===== src/design/pcx_pkg.sv =====
// Shared types and constants of the PCX run-length pixel decoder.
package pcx_pkg;

	// Input command codes
	localparam logic [1:0] CMD_PALETTE = 2'd0;
	localparam logic [1:0] CMD_FILE    = 2'd1;
	localparam logic [1:0] CMD_RESTART = 2'd2;

	// Palette geometry
	localparam int PAL_ENTRIES = 256;

	// Header layout
	localparam int         HDR_LEN         = 128;
	localparam int         OFF_W           = 7;
	localparam logic [6:0] HDR_OFF_ID      = 7'd0;
	localparam logic [6:0] HDR_OFF_BPP     = 7'd3;
	localparam logic [6:0] HDR_OFF_WIN     = 7'd4;
	localparam logic [6:0] HDR_OFF_WIN_END = 7'd11;
	localparam logic [7:0] HDR_ID          = 8'd10;
	localparam logic [7:0] HDR_BPP         = 8'd8;

	// Run code marker in the top two bits of a data byte
	localparam logic [1:0] RUN_MARK = 2'b11;

	// Result kinds
	localparam logic KIND_PIXEL = 1'b0;
	localparam logic KIND_ERROR = 1'b1;

	// Controller sequencing state
	typedef enum logic [1:0] {
		ST_IDLE,
		ST_EMIT,
		ST_ERROR
	} state_t;

	// Decoding phase of the current image
	typedef enum logic [1:0] {
		PH_HEADER,
		PH_DATA,
		PH_DONE
	} phase_t;

	// Commands from controller to datapath
	typedef struct packed {
		logic pal_write;
		logic restart;
		logic hdr_advance;
		logic run_load;
		logic pix_start;
		logic pix_emit;
		logic err_emit;
	} ctl_cmd_t;

	// Status from datapath to controller
	typedef struct packed {
		logic hdr_error;
		logic hdr_empty;
		logic hdr_last;
		logic run_nz;
		logic byte_is_run;
		logic emit_last;
		logic end_image;
	} dp_status_t;

endpackage


===== src/design/pcx_ctrl.sv =====
// Controller state machine of the PCX decoder: sequences transactions and results.
module pcx_ctrl (
	input  logic                clk,
	input  logic                arst_n,
	input  logic                in_valid,
	output logic                in_ready,
	input  logic [1:0]          cmd,
	output logic                out_valid,
	input  logic                out_ready,
	input  pcx_pkg::dp_status_t st,
	output pcx_pkg::ctl_cmd_t   ctl
);
	import pcx_pkg::*;

	state_t state_q, state_d;
	phase_t phase_q, phase_d;
	logic   out_valid_q;
	logic   accept;
	logic   slot_free;

	assign in_ready  = (state_q == ST_IDLE);
	assign accept    = in_valid && in_ready;
	assign slot_free = !out_valid_q || out_ready;
	assign out_valid = out_valid_q;

	// Next state and next phase
	always_comb begin
		state_d = state_q;
		phase_d = phase_q;
		unique case (state_q)
			ST_IDLE: begin
				if (accept) begin
					if (cmd == CMD_RESTART) begin
						phase_d = PH_HEADER;
					end else if (cmd == CMD_FILE) begin
						unique case (phase_q)
							PH_HEADER: begin
								if (st.hdr_error) begin
									state_d = ST_ERROR;
									phase_d = PH_DONE;
								end else if (st.hdr_empty) begin
									phase_d = PH_DONE;
								end else if (st.hdr_last) begin
									phase_d = PH_DATA;
								end
							end
							PH_DATA: begin
								if (st.run_nz || !st.byte_is_run) begin
									state_d = ST_EMIT;
								end
							end
							PH_DONE: ;
							default: ;
						endcase
					end
				end
			end
			ST_EMIT: begin
				if (slot_free && st.emit_last) begin
					state_d = ST_IDLE;
					if (st.end_image) begin
						phase_d = PH_DONE;
					end
				end
			end
			ST_ERROR: begin
				if (slot_free) begin
					state_d = ST_IDLE;
				end
			end
			default: state_d = ST_IDLE;
		endcase
	end

	// Datapath commands
	always_comb begin
		ctl = '0;
		unique case (state_q)
			ST_IDLE: begin
				if (accept) begin
					ctl.pal_write = (cmd == CMD_PALETTE);
					ctl.restart   = (cmd == CMD_RESTART);
					if (cmd == CMD_FILE) begin
						if (phase_q == PH_HEADER) begin
							ctl.hdr_advance = !st.hdr_error;
						end else if (phase_q == PH_DATA) begin
							ctl.pix_start = st.run_nz || !st.byte_is_run;
							ctl.run_load  = !st.run_nz && st.byte_is_run;
						end
					end
				end
			end
			ST_EMIT:  ctl.pix_emit = slot_free;
			ST_ERROR: ctl.err_emit = slot_free;
			default: ;
		endcase
	end

	// State registers
	always_ff @(posedge clk or negedge arst_n) begin
		if (!arst_n) begin
			state_q <= ST_IDLE;
			phase_q <= PH_HEADER;
		end else begin
			state_q <= state_d;
			phase_q <= phase_d;
		end
	end

	// Hold the output transaction until it is taken
	always_ff @(posedge clk or negedge arst_n) begin
		if (!arst_n) begin
			out_valid_q <= 1'b0;
		end else if (ctl.pix_emit || ctl.err_emit) begin
			out_valid_q <= 1'b1;
		end else if (out_ready) begin
			out_valid_q <= 1'b0;
		end
	end

endmodule


===== src/design/pcx_dpath.sv =====
// Datapath of the PCX decoder: palette memory, header fields, position and result registers.
module pcx_dpath #(
	parameter int MAX_DIM = 4096
) (
	input  logic                clk,
	input  logic                arst_n,
	input  logic [7:0]          data_byte,
	input  logic [11:0]         origin_x,
	input  logic [11:0]         origin_y,
	input  pcx_pkg::ctl_cmd_t   ctl,
	output pcx_pkg::dp_status_t st,
	output logic                kind,
	output logic [12:0]         pix_x,
	output logic [12:0]         pix_y,
	output logic [7:0]          color,
	output logic                last
);
	import pcx_pkg::*;

	localparam int COL_W = $clog2(MAX_DIM);
	localparam int DIM_W = $clog2(MAX_DIM + 1);
	localparam logic signed [17:0] DIM_S = 18'(MAX_DIM);
	localparam logic [1:0] COMP_R = 2'd0;
	localparam logic [1:0] COMP_G = 2'd1;
	localparam logic [1:0] COMP_B = 2'd2;

	// Palette storage and fill position
	logic [7:0]       pal_mem [PAL_ENTRIES];
	logic [7:0]       pal_idx_q;
	logic [1:0]       pal_comp_q;
	logic             pal_full_q;
	logic [7:0]       pal_acc_q;
	logic [7:0]       pal_entry;
	logic             pal_we;
	logic [7:0]       color_q;

	// Header fields
	logic [OFF_W-1:0] off_q;
	logic [7:0]       win_q [8];
	logic [15:0]      xmin, ymin, xmax, ymax;
	logic signed [17:0] w_s, h_s;
	logic             width_bad;
	logic             in_window;
	logic [DIM_W-1:0] width_q;
	logic [DIM_W-1:0] height_q;

	// Position and run state
	logic [COL_W-1:0] col_q;
	logic [COL_W-1:0] row_q;
	logic [5:0]       run_q;
	logic [5:0]       cnt_q;
	logic             end_col;
	logic             end_row;

	// Result registers
	logic             kind_q;
	logic [12:0]      x_q;
	logic [12:0]      y_q;
	logic [7:0]       color_out_q;
	logic             last_q;

	assign pal_we = ctl.pal_write && !pal_full_q;

	// Merge the incoming component into the entry being built
	always_comb begin
		unique case (pal_comp_q)
			COMP_R:  pal_entry = {data_byte[7:5], 5'b00000};
			COMP_G:  pal_entry = {pal_acc_q[7:5], data_byte[7:5], pal_acc_q[1:0]};
			COMP_B:  pal_entry = {pal_acc_q[7:2], data_byte[7:6]};
			default: pal_entry = pal_acc_q;
		endcase
	end

	// Advance the palette fill position
	always_ff @(posedge clk or negedge arst_n) begin
		if (!arst_n) begin
			pal_idx_q  <= '0;
			pal_comp_q <= COMP_R;
			pal_full_q <= 1'b0;
		end else if (ctl.restart) begin
			pal_idx_q  <= '0;
			pal_comp_q <= COMP_R;
			pal_full_q <= 1'b0;
		end else if (pal_we) begin
			if (pal_comp_q == COMP_B) begin
				pal_comp_q <= COMP_R;
				pal_idx_q  <= pal_idx_q + 8'd1;
				if (pal_idx_q == 8'(PAL_ENTRIES - 1)) begin
					pal_full_q <= 1'b1;
				end
			end else begin
				pal_comp_q <= pal_comp_q + 2'd1;
			end
		end
	end

	// Write the partial entry each component; read the pixel color on a data byte
	always_ff @(posedge clk) begin
		if (pal_we) begin
			pal_mem[pal_idx_q] <= pal_entry;
			pal_acc_q          <= pal_entry;
		end
		if (ctl.pix_start) begin
			color_q <= pal_mem[data_byte];
		end
	end

	// Window words; the last byte of ymax is the one arriving now
	assign xmin = {win_q[1], win_q[0]};
	assign ymin = {win_q[3], win_q[2]};
	assign xmax = {win_q[5], win_q[4]};
	assign ymax = {data_byte, win_q[6]};
	assign w_s  = $signed({2'b00, xmax}) - $signed({2'b00, xmin}) + 18'sd1;
	assign h_s  = $signed({2'b00, ymax}) - $signed({2'b00, ymin}) + 18'sd1;
	assign width_bad = (w_s < 18'sd1) || (w_s > DIM_S);
	assign in_window = (off_q >= HDR_OFF_WIN) && (off_q <= HDR_OFF_WIN_END);

	// Header offset
	always_ff @(posedge clk or negedge arst_n) begin
		if (!arst_n) begin
			off_q <= '0;
		end else if (ctl.restart) begin
			off_q <= '0;
		end else if (ctl.hdr_advance) begin
			off_q <= off_q + 7'd1;
		end
	end

	// Capture window bytes and image size
	always_ff @(posedge clk) begin
		if (ctl.hdr_advance && in_window) begin
			win_q[3'(off_q - HDR_OFF_WIN)] <= data_byte;
		end
		if (ctl.hdr_advance && off_q == HDR_OFF_WIN_END) begin
			width_q  <= w_s[DIM_W-1:0];
			height_q <= (h_s > DIM_S) ? DIM_W'(MAX_DIM) : h_s[DIM_W-1:0];
		end
	end

	// Position of the next pixel
	assign end_col = (DIM_W'(col_q) + DIM_W'(1)) >= width_q;
	assign end_row = (DIM_W'(row_q) + DIM_W'(1)) >= height_q;

	always_ff @(posedge clk or negedge arst_n) begin
		if (!arst_n) begin
			col_q <= '0;
			row_q <= '0;
			run_q <= '0;
			cnt_q <= '0;
		end else if (ctl.restart) begin
			col_q <= '0;
			row_q <= '0;
			run_q <= '0;
			cnt_q <= '0;
		end else begin
			if (ctl.run_load) begin
				run_q <= data_byte[5:0];
			end
			if (ctl.pix_start) begin
				run_q <= '0;
				cnt_q <= (run_q != 6'd0) ? run_q : 6'd1;
			end
			if (ctl.pix_emit) begin
				cnt_q <= cnt_q - 6'd1;
				if (end_col) begin
					col_q <= '0;
					row_q <= row_q + COL_W'(1);
				end else begin
					col_q <= col_q + COL_W'(1);
				end
			end
		end
	end

	// Load the result register
	always_ff @(posedge clk) begin
		if (ctl.pix_emit) begin
			kind_q      <= KIND_PIXEL;
			x_q         <= {1'b0, origin_x} + 13'(col_q);
			y_q         <= {1'b0, origin_y} + 13'(row_q);
			color_out_q <= color_q;
			last_q      <= st.emit_last;
		end else if (ctl.err_emit) begin
			kind_q      <= KIND_ERROR;
			x_q         <= '0;
			y_q         <= '0;
			color_out_q <= '0;
			last_q      <= 1'b1;
		end
	end

	// Status toward the controller
	assign st.hdr_error = ((off_q == HDR_OFF_ID) && (data_byte != HDR_ID))
		|| ((off_q == HDR_OFF_BPP) && (data_byte != HDR_BPP))
		|| ((off_q == HDR_OFF_WIN_END) && width_bad);
	assign st.hdr_empty   = (off_q == HDR_OFF_WIN_END) && (h_s < 18'sd1);
	assign st.hdr_last    = (off_q == OFF_W'(HDR_LEN - 1));
	assign st.run_nz      = (run_q != 6'd0);
	assign st.byte_is_run = (data_byte[7:6] == RUN_MARK);
	assign st.end_image   = end_col && end_row;
	assign st.emit_last   = (cnt_q == 6'd1) || (end_col && end_row);

	assign kind  = kind_q;
	assign pix_x = x_q;
	assign pix_y = y_q;
	assign color = color_out_q;
	assign last  = last_q;

endmodule


===== src/design/pcx_rle_pixel_decoder.sv =====
// The first pixel of a data byte is offered once the emit state has loaded the result
// register. Palette, good header and run-length bytes keep the controller idle; literal
// or run color bytes hold input off; palette colors leave one per cycle unless stalled.
// A full output register lets the next input transaction in while its result waits.
// Reset (arst_n low) clears origin registers, fill count, header offset, position and
// run state; palette memory is not cleared and holds nothing until written.
module pcx_rle_pixel_decoder #(
	parameter int MAX_DIM = 4096
) (
	input  logic        clk,
	input  logic        arst_n,
	input  logic        in_valid,
	output logic        in_ready,
	input  logic [1:0]  cmd,
	input  logic [7:0]  data_byte,
	output logic        out_valid,
	input  logic        out_ready,
	output logic        kind,
	output logic [12:0] pix_x,
	output logic [12:0] pix_y,
	output logic [7:0]  color,
	output logic        last,
	input  logic        psel,
	input  logic        penable,
	input  logic        pwrite,
	input  logic [2:0]  paddr,
	input  logic [31:0] pwdata,
	output logic [31:0] prdata,
	output logic        pready
);
	import pcx_pkg::*;

	localparam logic REG_ORIGIN_X = 1'b0;
	localparam logic REG_ORIGIN_Y = 1'b1;

	logic [11:0] origin_x_q;
	logic [11:0] origin_y_q;
	logic        cfg_write;
	ctl_cmd_t    ctl;
	dp_status_t  st;

	assign pready    = 1'b1;
	assign cfg_write = psel && penable && pwrite && pready;

	// Configuration registers
	always_ff @(posedge clk or negedge arst_n) begin
		if (!arst_n) begin
			origin_x_q <= '0;
			origin_y_q <= '0;
		end else if (cfg_write) begin
			if (paddr[2] == REG_ORIGIN_X) begin
				origin_x_q <= pwdata[11:0];
			end else begin
				origin_y_q <= pwdata[11:0];
			end
		end
	end

	// Register read-back
	always_comb begin
		unique case (paddr[2])
			REG_ORIGIN_X: prdata = {20'd0, origin_x_q};
			REG_ORIGIN_Y: prdata = {20'd0, origin_y_q};
			default:      prdata = '0;
		endcase
	end

	pcx_ctrl u_ctrl (
		.clk       (clk),
		.arst_n    (arst_n),
		.in_valid  (in_valid),
		.in_ready  (in_ready),
		.cmd       (cmd),
		.out_valid (out_valid),
		.out_ready (out_ready),
		.st        (st),
		.ctl       (ctl)
	);

	pcx_dpath #(
		.MAX_DIM (MAX_DIM)
	) u_dpath (
		.clk       (clk),
		.arst_n    (arst_n),
		.data_byte (data_byte),
		.origin_x  (origin_x_q),
		.origin_y  (origin_y_q),
		.ctl       (ctl),
		.st        (st),
		.kind      (kind),
		.pix_x     (pix_x),
		.pix_y     (pix_y),
		.color     (color),
		.last      (last)
	);

endmodule


===== config.mk =====
export PLATFORM = sky130hd
export DESIGN_NAME = pcx_rle_pixel_decoder
export DESIGN_NICKNAME = d
export VERILOG_FILES = /design/src/design/pcx_pkg.sv /design/src/design/pcx_ctrl.sv /design/src/design/pcx_dpath.sv /design/src/design/pcx_rle_pixel_decoder.sv
export SDC_FILE = /design/constraint.sdc
export NUM_CORES = 2
export LEC_CHECK = 0
export BUFFER_PORTS_ARGS = -buffer_cell sky130_fd_sc_hd__buf_2
export CORE_ASPECT_RATIO = 0.7
export CORE_UTILIZATION = 60
export CTS_CLUSTER_DIAMETER = 30
export DETAILED_ROUTE_END_ITERATION = 7
export PLACE_DENSITY = 0.8
export RECOVER_POWER = 25
export SETUP_SLACK_MARGIN = 0.5
export SLEW_MARGIN = 20
export SYNTH_ARGS = -nofsm -noshare
export SYNTH_HDL_FRONTEND = slang
export SYNTH_HIERARCHICAL = 1
export SYNTH_SLANG_ARGS = --single-unit

===== constraint.sdc =====
create_clock -name clk -period 12.4 [get_ports clk]
set_input_delay 1.86 -clock clk [delete_from_list [all_inputs] [get_ports clk]]
set_output_delay 1.86 -clock clk [all_outputs]
set_load 0.01 [all_outputs]

==> results.py <==
metrics = {
    "timing": {
        "period_share_pct": 73.4,
        "tightest_slew_ns": 6.07,
        "slew_headroom_pct": -305,
        "tns_ns": 0,
        "clock_skew_ns": 0.0704,
        "max_freq_mhz": 110,
        "drv_slew": 1365,
        "layout_min_cycle_time_ns": 9.10,
        "finalSetupViolCount": 0,
        "hold_viol": 0,
        "setup_ws_ns": 3.30,
        "rsz0062_at_grt": "false",
    },
    "final_layout": {
        "layout_commonest_cell": "edfxtp_1",
        "multi_input_area_sq_um": 23300,
        "syn_to_final_growth_pct": 12.6,
        "fin_nets": 4889,
        "instances_no_fill": 6964,
        "final.fill_count": 8876,
        "postLayoutCoreUtil_pct": 68.1,
        "final_cell_mix": "edfxtp_1, mux4_2, nor2_1",
        "layout-drive-gt1-share_pct": 27.2,
        "seq_area_sq_um": 67600,
    },
    "pwr": {
        "seq_power_share_pct": 48.3,
        "peakVddDrop_mv": 0.219,
        "switching_share_pct": 25.1,
        "p_sw_w": 0.00491,
        "p_total_w": 0.0196,
        "pwr-share-comb_pct": 10.3,
        "leakage_nw": 33.9,
        "intPower_w": 0.0146,
        "powerDensity_nw_per_um2": 188,
        "clockPowerShare_pct": 41.4,
    },
    "worst_setup_path": {
        "worstPathArrival_ns": 9.07,
        "critPathMaxStageDelay_ns": 3.57,
        "path_class": "input port to register",
        "cp.required_ns": 12.37,
        "path_delay_family": "buffers and inverters",
        "cp-start-kind": "input port",
        "path_buf_inv": 3,
        "critPathCaptureType": "register",
        "path_common_cell": "clkbuf_1",
        "crit_chain": "buf_2 > clkbuf_1 > a22o_1 > clkbuf_1",
        "r2r_start": "u_dpath/pal_comp_q[1]",
        "critPathSlowestCell": "clkbuf_1",
        "critPathLaunch": "data_byte[6]",
        "path_max_fanout": 107,
    },
    "global_routing": {
        "grt_pass1_wl_um": 343000,
        "grt_usage_pct": 31.2,
        "grt_pass1_vias": 48000,
        "antenna_found_initial": 14,
        "grt_overflow": 0,
        "grt_max_degree": 177,
    },
    "die": {
        "die-area_sq_um": 156000,
        "design.core.area_sq_um": 153000,
        "num_rows": 120,
        "die_x_um": 471,
        "ioPinCount": 123,
        "start_util_pct": 60.5,
        "die_h_um": 330,
    },
    "routing": {
        "drt-pass1-iter-count": 6,
        "wl_per_cell_um": 34.6,
        "first_iter_violations": 8226,
        "drc": 0,
        "dr_total_vias": 49200,
        "vias_per_cell": 7.06,
        "ant_nets": 0,
        "wirelength_um": 241000,
    },
    "worst_hold_path": {
        "holdCritStartpoint": "u_dpath/kind",
        "hp-class": "register to register",
    },
    "logic_synthesis": {
        "synth_flop_cell": "edfxtp_1",
        "synth_area_sq_um": 92400,
        "ys_ff_latch": 2265,
        "synth_seq_area_share_pct": 73.1,
        "synth_edf_count": 2181,
        "ys_types": 101,
        "yosys_warnings": 6,
        "syn_inst": 4544,
        "avgSynthCellArea_sq_um": 20.3,
        "async_reset_ff_share_pct": 3.66,
    },
    "cts": {
        "clockRootBuffer": "clkbuf_16",
        "cts_max_level": 5,
        "insertion_delay_ns": 0.92,
        "cts_tree": "built",
        "clk_pin_slew_ns": 0.06,
        "cts_hold_buf": 0,
        "cts_setup_buffers": 0,
        "post_cts_resized": 0,
        "cts_buffers": 284,
        "cts.sinks": 2265,
        "clockBufferDepth": 4,
    },
    "placement": {
        "dpl.hpwl_um": 128000,
        "place_ws_ns": 4.91,
        "gp_congestion": 0.837,
        "io_buffer_count": 79,
        "place_inst": 6461,
    },
    "flow_run": {
        "maxCapViolations": 26,
    },
    "outcome": {
        "violations": "max-capacitance violations, max-slew violations",
        "status": "complete, but fails checks",
    },
}
## synth_stat cells, types with 39 or more instances
cell / n / share of area [%]
mux4_2: 666 / 16
edfxtp_1: 2181 / 71
nor3_1: 39 / 0.21
buf_2: 51 / 0.28
nand3_1: 43 / 0.23
xor2_1: 47 / 0.45
nand2_1: 79 / 0.32
nor2_1: 369 / 1.5
a21oi_1: 60 / 0.32
ha_1: 97 / 1.3
o21ai_0: 43 / 0.23
dfrtp_1: 83 / 2.2
clkbuf_1: 149 / 0.61
inv_1: 112 / 0.45
mux2_2: 40 / 0.49
xnor2_1: 39 / 0.37
## worst paths after layout
path | depth (start not counted) | endpoint | slack [ns]
worst min-delay path | 2 | u_dpath/kind | 0.48
worst min register to register | 2 | u_dpath/kind | 0.48
min in group asynchronous | 1 | u_dpath/row_q[1] | 1.60
worst max-delay path | 4 | u_dpath/pal_mem[203][0] | 3.30
worst max register to register | 3 | u_dpath/pal_mem[203][0] | 5.39
max in group asynchronous | 2 | origin_y_q[1] | 7.30
## worst reg2reg max path, cell delays in order (launching register included)
cell	delay, ns
dfrtp_1	0.51
nor2b_1	0.27
a22o_1	1.52
clkbuf_1	3.58
## per-layer routing
layer	wire length (um)	track usage (%)
met1	87600	44.5
met2	113000	47.7
met3	32000	8.34
met4	8160	10.2
met5	64	0
## registers in the layout, summed over array words and instances (netlist names), 6 cells and up
| register | flops |
|---|---|
| u_dpath/pal_mem | 2048 |
| u_dpath/col_q | 12 |
| u_dpath/run_q | 6 |
| u_dpath/color | 8 |
| u_dpath/pal_idx_q | 8 |
| u_dpath/off_q | 7 |
| u_dpath/color_q | 8 |
| origin_y_q | 12 |
| u_dpath/row_q | 12 |
| u_dpath/pix_x | 13 |
| u_dpath/width_q | 13 |
| u_dpath/height_q | 13 |
| u_dpath/win_q | 56 |
| origin_x_q | 12 |
| u_dpath/pal_acc_q | 8 |
| u_dpath/pix_y | 13 |
| u_dpath/cnt_q | 6 |
## power groups by stage
stage                     Clock (W)  Combinational (W)  Sequential (W)
after floorplan                   0            0.00107         0.00966
after global placement            0            0.00183         0.00953
after detailed placement          0            0.00193         0.00954
after CTS                   0.00816            0.00197         0.00938
after global routing        0.00846            0.00208         0.00945
final                       0.00810            0.00201         0.00945
## cells by family after synthesis
kind of cell,after synthesis,share of synthesized area (%)
XOR/XNOR,86,0.815
adder cells (fa/ha/maj),101,1.40
AND/OR/NAND/NOR,723,3.80
flip-flops,2265,73.1
other,2,0.00813
buffers and inverters,369,1.69
multiplexers,733,17.1
AO/OA/AOI/OAI,265,2.08
## cell type report
| type | count | share of cell area [%] |
|---|---|---|
| timing repair buffer | 143 | 0.873 |
| clock buffer | 318 | 7.21 |
| clock inverter | 175 | 1.66 |
| inverter | 113 | 0.408 |
| sequential | 2265 | 65.0 |
| antenna | 8 | 0.0192 |
| tap | 2013 | 2.42 |
| multi-input combinational | 1929 | 22.4 |
## per-stage QoR
stage / instance area [sq um] / hold WS, ns
CTS: 104000 / 0.485
finish: 104000 / 0.483
global route: 104000 / 0.500
detailed placement: 94900 / 0.473
global placement: 94900 / 0.466
floorplan: 92500 / 0.454
No activity file was read; power rests on OpenSTA's default activity.
